==> src/hw/rtl/sgm_pkg.sv <==
`timescale 1ns / 1ps
// ----------------------------------------------------------------------------
// sgm_pkg
// Shared types and constants of the sobel gradient magnitude core.
// ----------------------------------------------------------------------------
package sgm_pkg;

    localparam int MAX_WIDTH    = 2048;
    localparam int CHANNEL_BITS = 8;
    localparam int MAX_HEIGHT   = 4096;
    localparam int COL_W        = $clog2(MAX_WIDTH);
    localparam int ROW_W        = 12;
    localparam int WIDTH_REG_W  = 12;
    localparam int HEIGHT_REG_W = 13;
    localparam int CFG_INDEX_W  = 2;
    localparam int CFG_DATA_W   = 13;
    localparam int PIX_W        = 3 * CHANNEL_BITS;
    localparam int GRAD_W       = CHANNEL_BITS + 3;
    localparam int SQ_W         = 2 * GRAD_W - 2;
    localparam int SUM_W        = SQ_W + 1;
    localparam int ROOT_W       = GRAD_W;
    localparam int TRIAL_W      = SUM_W + 2;
    localparam int BIT_W        = 4;

    localparam logic [CFG_INDEX_W-1:0] CFG_IMAGE_WIDTH  = 2'd0;
    localparam logic [CFG_INDEX_W-1:0] CFG_IMAGE_HEIGHT = 2'd1;

    localparam logic [WIDTH_REG_W-1:0]  WIDTH_RESET  = 12'd640;
    localparam logic [HEIGHT_REG_W-1:0] HEIGHT_RESET = 13'd480;

    typedef enum logic [2:0] {
        ST_IDLE,
        ST_SHIFT,
        ST_GRAD,
        ST_SQUARE,
        ST_ROOT,
        ST_ROUND,
        ST_OUTPUT
    } sgm_state_t;

    typedef struct packed {
        logic             load;
        logic             shift;
        logic             grad;
        logic             square;
        logic             root_step;
        logic             round;
        logic [1:0]       sel;
        logic [BIT_W-1:0] bit_idx;
        logic             is_last;
    } sgm_cmd_t;

    typedef struct packed {
        logic [3:0] emit_mask;
    } sgm_status_t;

endpackage

==> src/hw/rtl/sgm_controller.sv <==
`timescale 1ns / 1ps
// ----------------------------------------------------------------------------
// sgm_controller
// Sequences one pixel: window update, then each pending result in turn.
// ----------------------------------------------------------------------------
module sgm_controller (
    input  logic                 clk,
    input  logic                 rst_n,
    input  logic                 in_valid,
    output logic                 in_ready,
    output logic                 out_valid,
    input  logic                 out_ready,
    input  sgm_pkg::sgm_status_t status,
    output sgm_pkg::sgm_cmd_t    cmd
);
    import sgm_pkg::*;

    sgm_state_t       state_reg;
    sgm_state_t       state_next;
    logic [1:0]       sel_reg;
    logic [1:0]       sel_next;
    logic [BIT_W-1:0] bit_reg;
    logic [BIT_W-1:0] bit_next;
    logic [1:0]       first_sel;
    logic [1:0]       after_sel;
    logic             more;
    logic [3:0]       above;

    always_comb
    begin
        first_sel = 2'd3;
        for (int k = 3; k >= 0; k--)
            if (status.emit_mask[k])
                first_sel = 2'(k);
    end

    // results still pending after the current one
    assign above = status.emit_mask & ~((4'd2 << sel_reg) - 4'd1);
    assign more  = (above != 4'd0);

    always_comb
    begin
        after_sel = sel_reg;
        for (int k = 3; k >= 0; k--)
            if (above[k])
                after_sel = 2'(k);
    end

    always_comb
    begin
        state_next = state_reg;
        sel_next   = sel_reg;
        bit_next   = bit_reg;
        unique case (state_reg)
            ST_IDLE:
                if (in_valid)
                    state_next = ST_SHIFT;
            ST_SHIFT:
                state_next = ST_GRAD;
            ST_GRAD:
            begin
                // mask is valid from here on
                if (status.emit_mask == 4'd0)
                    state_next = ST_IDLE;
                else if (status.emit_mask[sel_reg])
                    state_next = ST_SQUARE;
                else
                begin
                    sel_next   = first_sel;
                    state_next = ST_GRAD;
                end
            end
            ST_SQUARE:
            begin
                bit_next   = BIT_W'(ROOT_W - 1);
                state_next = ST_ROOT;
            end
            ST_ROOT:
            begin
                bit_next = bit_reg - BIT_W'(1);
                if (bit_reg == '0)
                    state_next = ST_ROUND;
            end
            ST_ROUND:
                state_next = ST_OUTPUT;
            ST_OUTPUT:
                if (out_ready)
                begin
                    if (more)
                    begin
                        sel_next   = after_sel;
                        state_next = ST_GRAD;
                    end
                    else
                    begin
                        sel_next   = 2'd0;
                        state_next = ST_IDLE;
                    end
                end
            default:
                state_next = ST_IDLE;
        endcase
    end

    always_comb
    begin
        cmd           = '0;
        cmd.sel       = sel_reg;
        cmd.bit_idx   = bit_reg;
        cmd.is_last   = !more;
        in_ready      = 1'b0;
        out_valid     = 1'b0;
        unique case (state_reg)
            ST_IDLE:
            begin
                in_ready = 1'b1;
                cmd.load = in_valid;
            end
            ST_SHIFT:  cmd.shift     = 1'b1;
            ST_GRAD:   cmd.grad      = 1'b1;
            ST_SQUARE: cmd.square    = 1'b1;
            ST_ROOT:   cmd.root_step = 1'b1;
            ST_ROUND:  cmd.round     = 1'b1;
            ST_OUTPUT: out_valid     = 1'b1;
            default:   cmd           = '0;
        endcase
    end

    always_ff @(posedge clk or negedge rst_n)
    begin
        if (!rst_n)
        begin
            state_reg <= ST_IDLE;
            sel_reg   <= 2'd0;
            bit_reg   <= '0;
        end
        else
        begin
            state_reg <= state_next;
            sel_reg   <= sel_next;
            bit_reg   <= bit_next;
        end
    end

endmodule

==> config.mk <==
export PLATFORM = sky130hd
export DESIGN_NAME = sgm_controller
export DESIGN_NICKNAME = d
export VERILOG_FILES = /design/src/hw/rtl/sgm_pkg.sv /design/src/hw/rtl/sgm_controller.sv
export SDC_FILE = /design/constraint.sdc
export NUM_CORES = 1
export LEC_CHECK = 0
export ABC_CLOCK_PERIOD_IN_PS = 2500
export BUFFER_PORTS_ARGS = -buffer_cell sky130_fd_sc_hd__buf_2
export CORE_AREA = 2 2 44 46
export DETAILED_ROUTE_END_ITERATION = 16
export DIE_AREA = 0 0 46 48
export PLACE_DENSITY = 0.78
export SYNTH_ARGS = -nofsm -noshare
export SYNTH_HDL_FRONTEND = slang
export SYNTH_SLANG_ARGS = --single-unit
==> constraint.sdc <==
create_clock -name clk -period 2.5 [get_ports clk]
set_input_delay 0.375 -clock clk [delete_from_list [all_inputs] [get_ports clk]]
set_output_delay 0.375 -clock clk [all_outputs]
set_load 0.03 [all_outputs]
Word level (Yosys, flattened, before mapping) --
Cells that the tools add are included.
Operators by class: muxes and demuxes 31, bitwise gates (word level) 2, $add $sub $neg 2, shift-type cells 1, equality and inequality tests 12, divide/modulo/power cells 0, order comparisons 1, reduce and logical (&&, ||, !) cells 10, $mul 0
Operators with widths (number):
- $mux W2 | 12
- $pmux W3 S7 | 1
- $mux W1 | 11
- $ne A2 B2 Y1 const B | 5
- $eq A3 B3 Y1 const B | 3
- $mux W3 | 3
- $logic_not A4 Y1 | 2
- $pmux W4 S2 | 1
- $sub A4 B1 Y4 const B | 2
- $mux W7 | 1
- $reduce_or A7 Y1 | 1
- $eq A3 B2 Y1 const B | 2
- $ne A6 B6 Y1 const B | 1
- $reduce_and A5 Y1 | 1
- $and A4 B4 Y4 | 1
- $not A4 Y4 | 1
- $pmux W2 S2 | 1
- $reduce_bool A2 Y1 | 2
- $reduce_bool A4 Y1 | 1
- $shl A2 B2 Y4 const A | 1
- $eq A3 B1 Y1 const B | 1
- $logic_not A3 Y1 | 1
- $lt A2 B3 Y1 const B | 1
- $reduce_and A3 Y1 | 1
- 2 further kinds | 2
Word-level totals: bits of input ports 8, memory bits (writable) 0, register bits after elaboration 9, latch bits 0, logic and storage cells 62, memory bits (read-only) 0, memories kept 0, output and inout port bits 15

Depth between registers and ports, before layout --
Gate-level depths: netlist (run 1).
depth in word-level cells 11, gate-level depth with buffers 6, depth with buffers taken out 5

Worst setup path after synthesis (run 1) --
OpenSTA, ideal clock, no wires.
path type register to output, start point register state_reg[1], end point output cmd[12] in the netlist's numbering, data arrival time 1.710 ns, data required time 2.125 ns, path slack 0.415 ns, path buffers 1, cell stages (with the launch flop) 4, cell sequence dfrtp_1 -> buf_2 -> nor3_1 -> and2_1
RTL lines:
- from (decl) | line sgm_controller.sv:18 | sgm_state_t state_reg;
- from (signal assigned) | line sgm_controller.sv:139 | state_reg <= state_next;
- to (decl) | line sgm_controller.sv:14 | output sgm_pkg::sgm_cmd_t cmd

==> flow_summary.yaml, run 1 <==
worst_setup_path:
  startpoint_type: "flop"
  rr_worst_depth: 4
  crit_type: "reg2out"
  critPathCaptureType: "output port"
  reg2reg_setup_slack_ns: 0.78
  worstPathArrival_ns: 1.70
  r2r-end: "sel_reg[1]"
  r2r-start: "sel_reg[1]"
  worstSetupStartpoint: "state_reg[1]"
  cp.required_ns: 2.12
  critPathCapture: "cmd[9]"
  worst-path-max-fanout: 11
route:
  vias: 693
  routedWlPerCell_um: 12.9
  drtPass1Iterations: 4
  drtIter0Drc: 11
  viasPerCell: 5.41
  drtAntennaViolNets: 0
  wl_mm: 1.65
  drt_drc_violations_left: 0
floorplan:
  coreArea_sq_um: 1690
  std_cell_rows: 15
  die_area_sq_um: 2210
  start_util_pct: 42.7
  die_x_um: 46
  pin_count: 23
  die_y_um: 48
synth:
  yosys_register_bits: 9
  synth_cell_types: 39
  syn_nets: 97
  synth_warnings: 0
  yosysSeqAreaShare_pct: 31.2
  synthCells: 87
  synth_area_sq_um: 722
  avgSynthCellArea_sq_um: 8.30
cells_and_area:
  fin_cells: 128
  multi_input_area_sq_um: 435
  layout-drive-gt1-share_pct: 29.7
  syn_to_final_growth_pct: 21.1
  largest_register_ffs: 4
  n_antenna_cell: 0
  fillCellCount: 177
  regArea_sq_um: 225
  nNetsFinal: 122
clocking:
  clockRootBuffer: "clkbuf_4"
  clkSinkCount: 9
  numCtsBuffers: 3
  cts_resized: 0
  ctsLongestPathBuffers: 2
  cts_tree: "done"
  htree_levels: 1
  clock_latency_ns: 0.26
  path_clk_slew_ns: 0.07
timing:
  fin_skew_ns: 0.00547
  tns_ns: 0
  tightest_slew_ns: 0.619
  rsz0062_at_grt: "no"
  setup_viol: 0
  maxSlewViolCount: 0
  finalCritPeriodShare_pct: 82.9
  max_freq_mhz: 483
  timing.slew.headroom_pct: 58.4
  finalHoldViolCount: 0
  min_period_ns: 2.07
grt:
  grt_max_degree: 15
  grt_antenna_before_repair: 0
  grt_pass1_vias: 611
  grt.busiest_layer: "met2"
  grt_pass1_wl_mm: 2.70
  track_usage_pct: 17.9
  use_met3_pct: 5.66
  gr-usage-met2_pct: 32.2
  gr-total-overflow: 0
  use_met1_pct: 18.9
power_and_ir_drop:
  ir_worst_vdd_uv: 521
  powerDensity_nw_per_um2: 1400
  power.total_uw: 1220
  p_leak_uw: 0.000428
run:
  maxCapViolations: 0
place:
  dp_hpwl_mm: 1.29
  gp_congestion: 0.787
  placedCellCount: 123
  port_buffers: 22
hold_path:
  hp-class: "in2reg"
outcome:
  outcome: "complete, no violations"
[cells in the final DEF (no fill, tap or decap), drive strengths merged, types with 2 or more instances in the layout]
cell type	count
buf	22
inv	10
dfrtp	9
nand2	7
and2	7
nor2	6
a21oi	5
o21ai	5
nand2b	3
o211ai	3
clkbuf	3
clkinv	3
nor3	2
nand3	2
a31oi	2
ha	2
or3b	2
nor4	2
[what timing repair did]
| item | in CTS | in global routing |
|---|---|---|
| hold endpoints to repair | 9 | 0 |
| buffers inserted | 0 | 0 |
| hold buffers | 1 | 0 |
[logic make-up after synthesis]
| group | after synthesis | share of synthesized area, % |
|---|---|---|
| AO/OA/AOI/OAI | 22 | 22.4 |
| buffers and inverters | 15 | 8.49 |
| flip-flops | 9 | 31.2 |
| multiplexers | 1 | 3.12 |
| AND/OR/NAND/NOR | 37 | 30.2 |
| XOR/XNOR | 1 | 1.21 |
| adder cells (fa/ha/maj) | 2 | 3.47 |
[per-layer routing]
layer  up-vias  share of wire, %
met2        17                51
met1       318                44
met4         0              0.97
met5         -                 0
li1        356                 -
met3         2               3.8
[cells in the mapped netlist]
library cell  number  share of area [%]
o211ai_1           3                3.1
a311oi_1           1                1.2
or3b_1             1                1.2
a21oi_1            5                3.5
buf_4              1                1.0
and3_1             1               0.87
nor3b_1            1                1.0
o21a_1             1                1.0
o311ai_1           1                1.2
nor4_2             1                1.7
xnor2_1            1                1.2
inv_2              1               0.52
nand3_1            2                1.4
o221ai_1           1                1.2
mux4_2             1                3.1
or3_1              1               0.87
o21ai_0            4                2.8
and3b_2            1                1.4
dfrtp_1            9                 31
o32ai_4            1                3.8
inv_1              9                4.7
clkinv_1           2                1.0
and2_2             1                1.0
buf_2              1               0.69
nor4_1             1               0.87
nand2_1            7                3.6
o21ai_1            1               0.69
nand2b_1           3                2.6
clkbuf_1           1               0.52
nand3b_1           1                1.0
nor3_1             2                1.4
and2_1             6                5.2
a211oi_1           1                1.0
a31oi_1            2                1.7
and4_1             1                1.2
or3b_4             1                1.6
ha_1               2                3.5
nor2_1             6                3.1
a22oi_1            1                1.0
[report_power, final]
group | internal [uW] | leakage, uW | switching [uW]
Sequential | 216 | 0.000107 | 131
Combinational | 289 | 0.000303 | 470
Clock | 59.1 | 0.0000177 | 56.1
[cell type report]
class                           count  area share [%]
Multi-Input combinational cell     63            49.8
Tap cell                           17            2.43
Sequential cell                     9            25.8
Timing Repair Buffer               23            13.7
Clock inverter                      1           0.572
Inverter                           12            5.15
Clock buffer                        3            2.58
[worst min path at each step]
stage | cells past startpoint | startpoint | end | slack, ns
6_report | 2 | out_ready | state_reg[1] | 0.38
5_1_grt | 2 | out_ready | state_reg[1] | 0.38
4_1_cts | 2 | out_ready | state_reg[1] | 0.37
3_5_place_dp | 1 | rst_n | bit_reg[2] | 0.24
3_3_place_gp | 1 | rst_n | bit_reg[2] | 0.24
2_1_floorplan | 0 | rst_n | bit_reg[0] | 0.08
[stage by stage]
step	setup slack (ns)	area [sq um]	utilization (%)	hold WS [ns]
floorplan	0.415	722	-	0.0794
global placement	0.761	837	49.6	0.239
detailed placement	0.733	837	49.6	0.242
CTS	0.428	875	51.8	0.372
global route	0.295	875	51.8	0.383
finish	0.428	875	51.8	0.379
[critical path, stage by stage (launching register included)]
cell and delay (ns):
dfrtp_1 0.52, inv_1 0.15, or3_1 0.49, inv_1 0.08, buf_2 0.19
Note: power is estimated with default switching activity, not from simulation.
==> inputs of run 2 (changes only) <==
--- a/config.mk
+++ b/config.mk
@@ -5,12 +5,13 @@
 export SDC_FILE = /design/constraint.sdc
 export NUM_CORES = 1
 export LEC_CHECK = 0
-export ABC_CLOCK_PERIOD_IN_PS = 2500
+export ABC_AREA = 1
+export ABC_CLOCK_PERIOD_IN_PS = 1770
 export BUFFER_PORTS_ARGS = -buffer_cell sky130_fd_sc_hd__buf_2
 export CORE_AREA = 2 2 44 46
 export DETAILED_ROUTE_END_ITERATION = 16
 export DIE_AREA = 0 0 46 48
-export PLACE_DENSITY = 0.78
+export PLACE_DENSITY = 0.81
 export SYNTH_ARGS = -nofsm -noshare
 export SYNTH_HDL_FRONTEND = slang
 export SYNTH_SLANG_ARGS = --single-unit
==> constraint.sdc (replaced) <==
create_clock -name clk -period 1.77 [get_ports clk]
set_input_delay 0.2655 -clock clk [delete_from_list [all_inputs] [get_ports clk]]
set_output_delay 0.2655 -clock clk [all_outputs]
set_load 0.03 [all_outputs]
==> flow_summary.yaml, run 2 <==
synth:
  synth_area_sq_um: 729
  synth-main-ff-cell: "dfrtp_1"
  synth.most_common_cell: "nand2_1"
  yosys_register_bits: 9
  synth_cell_types: 22
  syn_nets: 123
  async_flop_share_pct: 100
  synthCells: 113
  synth_warnings: 0
  yosysSeqAreaShare_pct: 30.9
  synth_edf_count: 0
  synth_area_leaders: "dfrtp_1, nand2_1, inv_1, nand3_1, nor2_1"
  avgSynthCellArea_sq_um: 6.46
  synthTopCellsByCount: "nand2_1, inv_1, nor2_1, dfrtp_1, nand3_1"
  yosys.area.top_type: "dfrtp_1"
  synth_top_area_share_pct: 30.9
timing:
  finalHoldViolCount: 0
  rsz0062_at_grt: "no"
  tns_ns: 0
  finalCritPeriodShare_pct: 94.7
  fin_skew_ns: 0.00636
  setup_viol: 0
  timing.slew.headroom_pct: 84.9
  maxSlewViolCount: 0
  max_freq_mhz: 597
  min_period_ns: 1.68
  tightest_slew_ns: 0.226
  holdWs_ns: 0.298
cells_and_area:
  nNetsFinal: 151
  syn_to_final_growth_pct: 24.0
  n_antenna_cell: 0
  final_cell_mix: "nand2_1, buf_2, inv_1"
  mostFrequentLayoutCell: "nand2_1"
  largest_register_ffs: 4
  layout-drive-gt1-share_pct: 30.7
power_and_ir_drop:
  powerDensity_nw_per_um2: 2010
  p_leak_uw: 0.000568
  ir_worst_vdd_uv: 972
place:
  gp_congestion: 0.791
  dp_hpwl_mm: 1.36
  port_buffers: 22
floorplan:
  std_cell_rows: 15
  start_util_pct: 43.2
  coreArea_sq_um: 1690
  die_area_sq_um: 2210
  die_x_um: 46
  die_y_um: 48
  pin_count: 23
clocking:
  numCtsBuffers: 3
  cts_tree: "done"
  clkSinkCount: 9
  cts_setup_buffers: 0
  clockRootBuffer: "clkbuf_4"
  clock_latency_ns: 0.27
  path_clk_slew_ns: 0.07
  ctsLongestPathBuffers: 2
  htree_levels: 1
route:
  drtPass1Iterations: 4
  wl_mm: 1.74
  vias: 779
  viasPerCell: 4.96
  routedWlPerCell_um: 11.1
  drt_drc_violations_left: 0
  drtIter0Drc: 11
  drtAntennaViolNets: 0
worst_setup_path:
  critPathCaptureType: "output port"
  startpoint_type: "flop"
  cp.required_ns: 1.50
  crit_type: "reg2out"
  worst-path-max-fanout: 7
  worstPathArrival_ns: 1.41
run:
  maxCapViolations: 0
grt:
  grt_max_degree: 10
  gr-total-overflow: 0
  grt_pass1_wl_mm: 2.73
  grt_pass1_vias: 621
  grt_antenna_before_repair: 0
  track_usage_pct: 17.4
outcome:
  outcome: "complete, no violations"
hold_path:
  hp-class: "in2reg"
-- run 2: layer usage --
metal  track usage, %  vias to the layer above  wire, um
li1                 -                      398         -
met1             22.3                      348       796
met2             27.8                       29       833
met3             3.77                        4        73
met4             8.57                        0        36
met5                0                        -         0
-- run 2: worst max-delay path: stages (launching register included) --
cell and delay, ns:
dfrtp_1 0.45, inv_1 0.10, nand3_1 0.14, nand3_1 0.11, nor2_1 0.12, buf_2 0.21
-- run 2: cells by family after synthesis --
kind of cell | after synthesis | share of synthesized area, %
flip-flops | 9 | 30.9
AO/OA/AOI/OAI | 10 | 9.09
XOR/XNOR | 1 | 1.20
adder cells (fa/ha/maj) | 2 | 3.43
AND/OR/NAND/NOR | 67 | 43.1
buffers and inverters | 24 | 12.4
-- run 2: final cells by class --
class / count / area, sq um
tap: 17 / 21.3
multi-input combinational: 80 / 419
timing repair buffer: 23 / 120
sequential: 9 / 228
fill: 184 / 785
inverter: 24 / 90.1
clock buffer: 4 / 26.3
-- run 2: power by group --
part	switching (uW)	internal [uW]
clock	80.5	87.2
sequential	116	311
combinational	845	382
-- run 2: worst paths after layout --
| check | startpoint | endpoint | slack, ns | depth (start not counted) |
|---|---|---|---|---|
| min in group asynchronous | rst_n | sel_reg[1] | 0.37 | 2 |
| max | sel_reg[1] | cmd[0] | 0.09 | 5 |
| max reg2reg | state_reg[1] | bit_reg[3] | 0.49 | 6 |
| min | out_ready | state_reg[1] | 0.30 | 4 |
| max in group asynchronous | rst_n | state_reg[2] | 1.20 | 2 |
| min reg2reg | bit_reg[3] | bit_reg[3] | 0.51 | 1 |
-- run 2: what timing repair did --
action,in CTS,in global routing
endpoints found under the setup margin,0,6
gates resized for setup,0,4
hold buffers,1,0
hold endpoints to repair,9,0
-- run 2: metrics by stage --
| step | setup WS [ns] | total power, uW | instance area, sq um | utilization, % | cells |
|---|---|---|---|---|---|
| 5_1_grt | 0.0157 | 1990 | 905 | 53.6 | 157 |
| 3_3_place_gp | 0.328 | 1600 | 861 | 51.0 | 152 |
| 2_1_floorplan | 0.219 | 1340 | 729 | - | 113 |
| 4_1_cts | 0.0109 | 1810 | 897 | 53.1 | 157 |
| 6_report | 0.0945 | 1820 | 905 | 53.6 | 157 |
| 3_5_place_dp | 0.302 | 1630 | 861 | 51.0 | 152 |
==> inputs of run 3 (changes only) <==
--- a/config.mk
+++ b/config.mk
@@ -6,12 +6,12 @@
 export NUM_CORES = 1
 export LEC_CHECK = 0
 export ABC_AREA = 1
-export ABC_CLOCK_PERIOD_IN_PS = 1770
+export ABC_CLOCK_PERIOD_IN_PS = 2100
 export BUFFER_PORTS_ARGS = -buffer_cell sky130_fd_sc_hd__buf_2
 export CORE_AREA = 2 2 44 46
 export DETAILED_ROUTE_END_ITERATION = 16
 export DIE_AREA = 0 0 46 48
-export PLACE_DENSITY = 0.81
+export PLACE_DENSITY = 0.78
 export SYNTH_ARGS = -nofsm -noshare
 export SYNTH_HDL_FRONTEND = slang
 export SYNTH_SLANG_ARGS = --single-unit
==> constraint.sdc (replaced) <==
create_clock -name clk -period 2.1 [get_ports clk]
set_input_delay 0.315 -clock clk [delete_from_list [all_inputs] [get_ports clk]]
set_output_delay 0.315 -clock clk [all_outputs]
set_load 0.03 [all_outputs]
==> flow_summary.yaml, run 3 (synthesis results as in run 2) <==
floorplan:
  coreArea_sq_um: 1690
  std_cell_rows: 15
  start_util_pct: 43.2
  die_x_um: 46
  die_y_um: 48
  die_area_sq_um: 2210
  pin_count: 23
timing:
  maxSlewViolCount: 0
  timing.slew.headroom_pct: 85.3
  rsz0062_at_grt: "no"
  setup_viol: 0
  tns_ns: 0
  tightest_slew_ns: 0.219
  fin_skew_ns: 0.00402
  finalHoldViolCount: 0
  finalCritPeriodShare_pct: 85.7
  min_period_ns: 1.80
  max_freq_mhz: 556
clocking:
  cts_setup_buffers: 0
  clkSinkCount: 9
  cts_tree: "done"
  numCtsBuffers: 3
  htree_levels: 1
  ctsLongestPathBuffers: 2
  path_clk_slew_ns: 0.06
  cts_resized: 0
  clockRootBuffer: "clkbuf_4"
  clock_latency_ns: 0.26
  hold_buffers: 1
worst_setup_path:
  path_cells: "inv_2 > nor3_1 > inv_1 > nand2_1 > inv_1 > buf_2"
  crit_path_max_incr_delay_ns: 0.45
  worst-path-max-fanout: 6
  worst_path_max_delay_cell: "dfrtp_1"
  startpoint_type: "flop"
  path_buf_inv: 4
  crit_top_cell: "inv_1"
  crit_family: "buffers and inverters"
  worstPathArrival_ns: 1.48
  critPathCaptureType: "output port"
  cp.required_ns: 1.78
  crit_type: "reg2out"
route:
  vias: 759
  viasPerCell: 4.83
  drt_drc_violations_left: 0
  wl_mm: 1.52
  drtIter0Drc: 17
  drtAntennaViolNets: 0
  drtPass1Iterations: 4
  routedWlPerCell_um: 9.67
cells_and_area:
  final_cell_mix: "nand2_1, buf_2, inv_1"
  fillCellCount: 167
  nNetsFinal: 151
  syn_to_final_growth_pct: 23.0
  largest_register_ffs: 4
  mostFrequentLayoutCell: "nand2_1"
  n_antenna_cell: 0
  final_core_util_pct: 53.1
  layout-drive-gt1-share_pct: 27.9
power_and_ir_drop:
  ir_worst_vdd_uv: 814
  p_leak_uw: 0.000570
  powerDensity_nw_per_um2: 1660
grt:
  gr-total-overflow: 0
  grt_antenna_before_repair: 0
  grt_pass1_wl_mm: 2.48
  track_usage_pct: 15.9
  grt_pass1_vias: 598
  grt_max_degree: 10
outcome:
  outcome: "complete, no violations"
place:
  gp_congestion: 0.759
  dp_hpwl_mm: 1.29
  port_buffers: 22
hold_path:
  hp-class: "in2reg"
run:
  maxCapViolations: 0
run 3: cell counts in the layout (fill, tap and decap cells not counted):
No cell type changed its count.
run 3: path summary, 6_finish.rpt:
path,cells past startpoint,slack [ns],to,start
max,6,0.30,cmd[2],state_reg[2]
min,4,0.36,state_reg[1],out_ready
min reg2reg,1,0.53,bit_reg[3],bit_reg[3]
min in group asynchronous,2,0.43,bit_reg[1],rst_n
max in group asynchronous,2,1.49,sel_reg[0],rst_n
max reg2reg,6,0.83,bit_reg[3],state_reg[1]
run 3: worst reg2reg max path, stage by stage, from the launching register on:
cell and delay (ns):
dfrtp_1 0.43, nor2_2 0.18, nand2_1 0.17, inv_2 0.10
nand4_1 0.09, o21ai_1 0.09, o21ai_1 0.08
run 3: metrics by stage:
stage                     setup slack (ns)  hold slack [ns]  std cells  instance area (sq um)  total power, uW
after floorplan                      0.500           0.0194        113                    729             1130
after global placement               0.597            0.174        152                    861             1350
after detailed placement             0.543            0.176        152                    861             1370
after CTS                            0.260            0.355        157                    897             1500
after global routing                 0.103            0.386        157                    897             1630
final                                0.301            0.358        157                    897             1490
run 3: power breakdown:
| part | total [uW] | switching [uW] | internal [uW] |
|---|---|---|---|
| Sequential | 355 | 95.4 | 259 |
| Combinational | 1010 | 686 | 320 |
| Clock | 129 | 55.8 | 72.9 |
run 3: final cells by class:
class	count	area (sq um)	share of cell area, %
Sequential cell	9	225	25.1
Multi-Input combinational cell	80	414	46.2
Inverter	24	90.1	10.0
Tap cell	17	21.3	2.37
Clock buffer	4	26.3	2.93
Timing Repair Buffer	23	120	13.4
run 3: layer usage:
metal,track usage [%],up-vias,part of all wire [%]
met3,6.79,0,5.3
met4,3.43,0,0
met1,22.4,337,49
met5,0,-,0
met2,22.5,22,46
li1,-,400,-
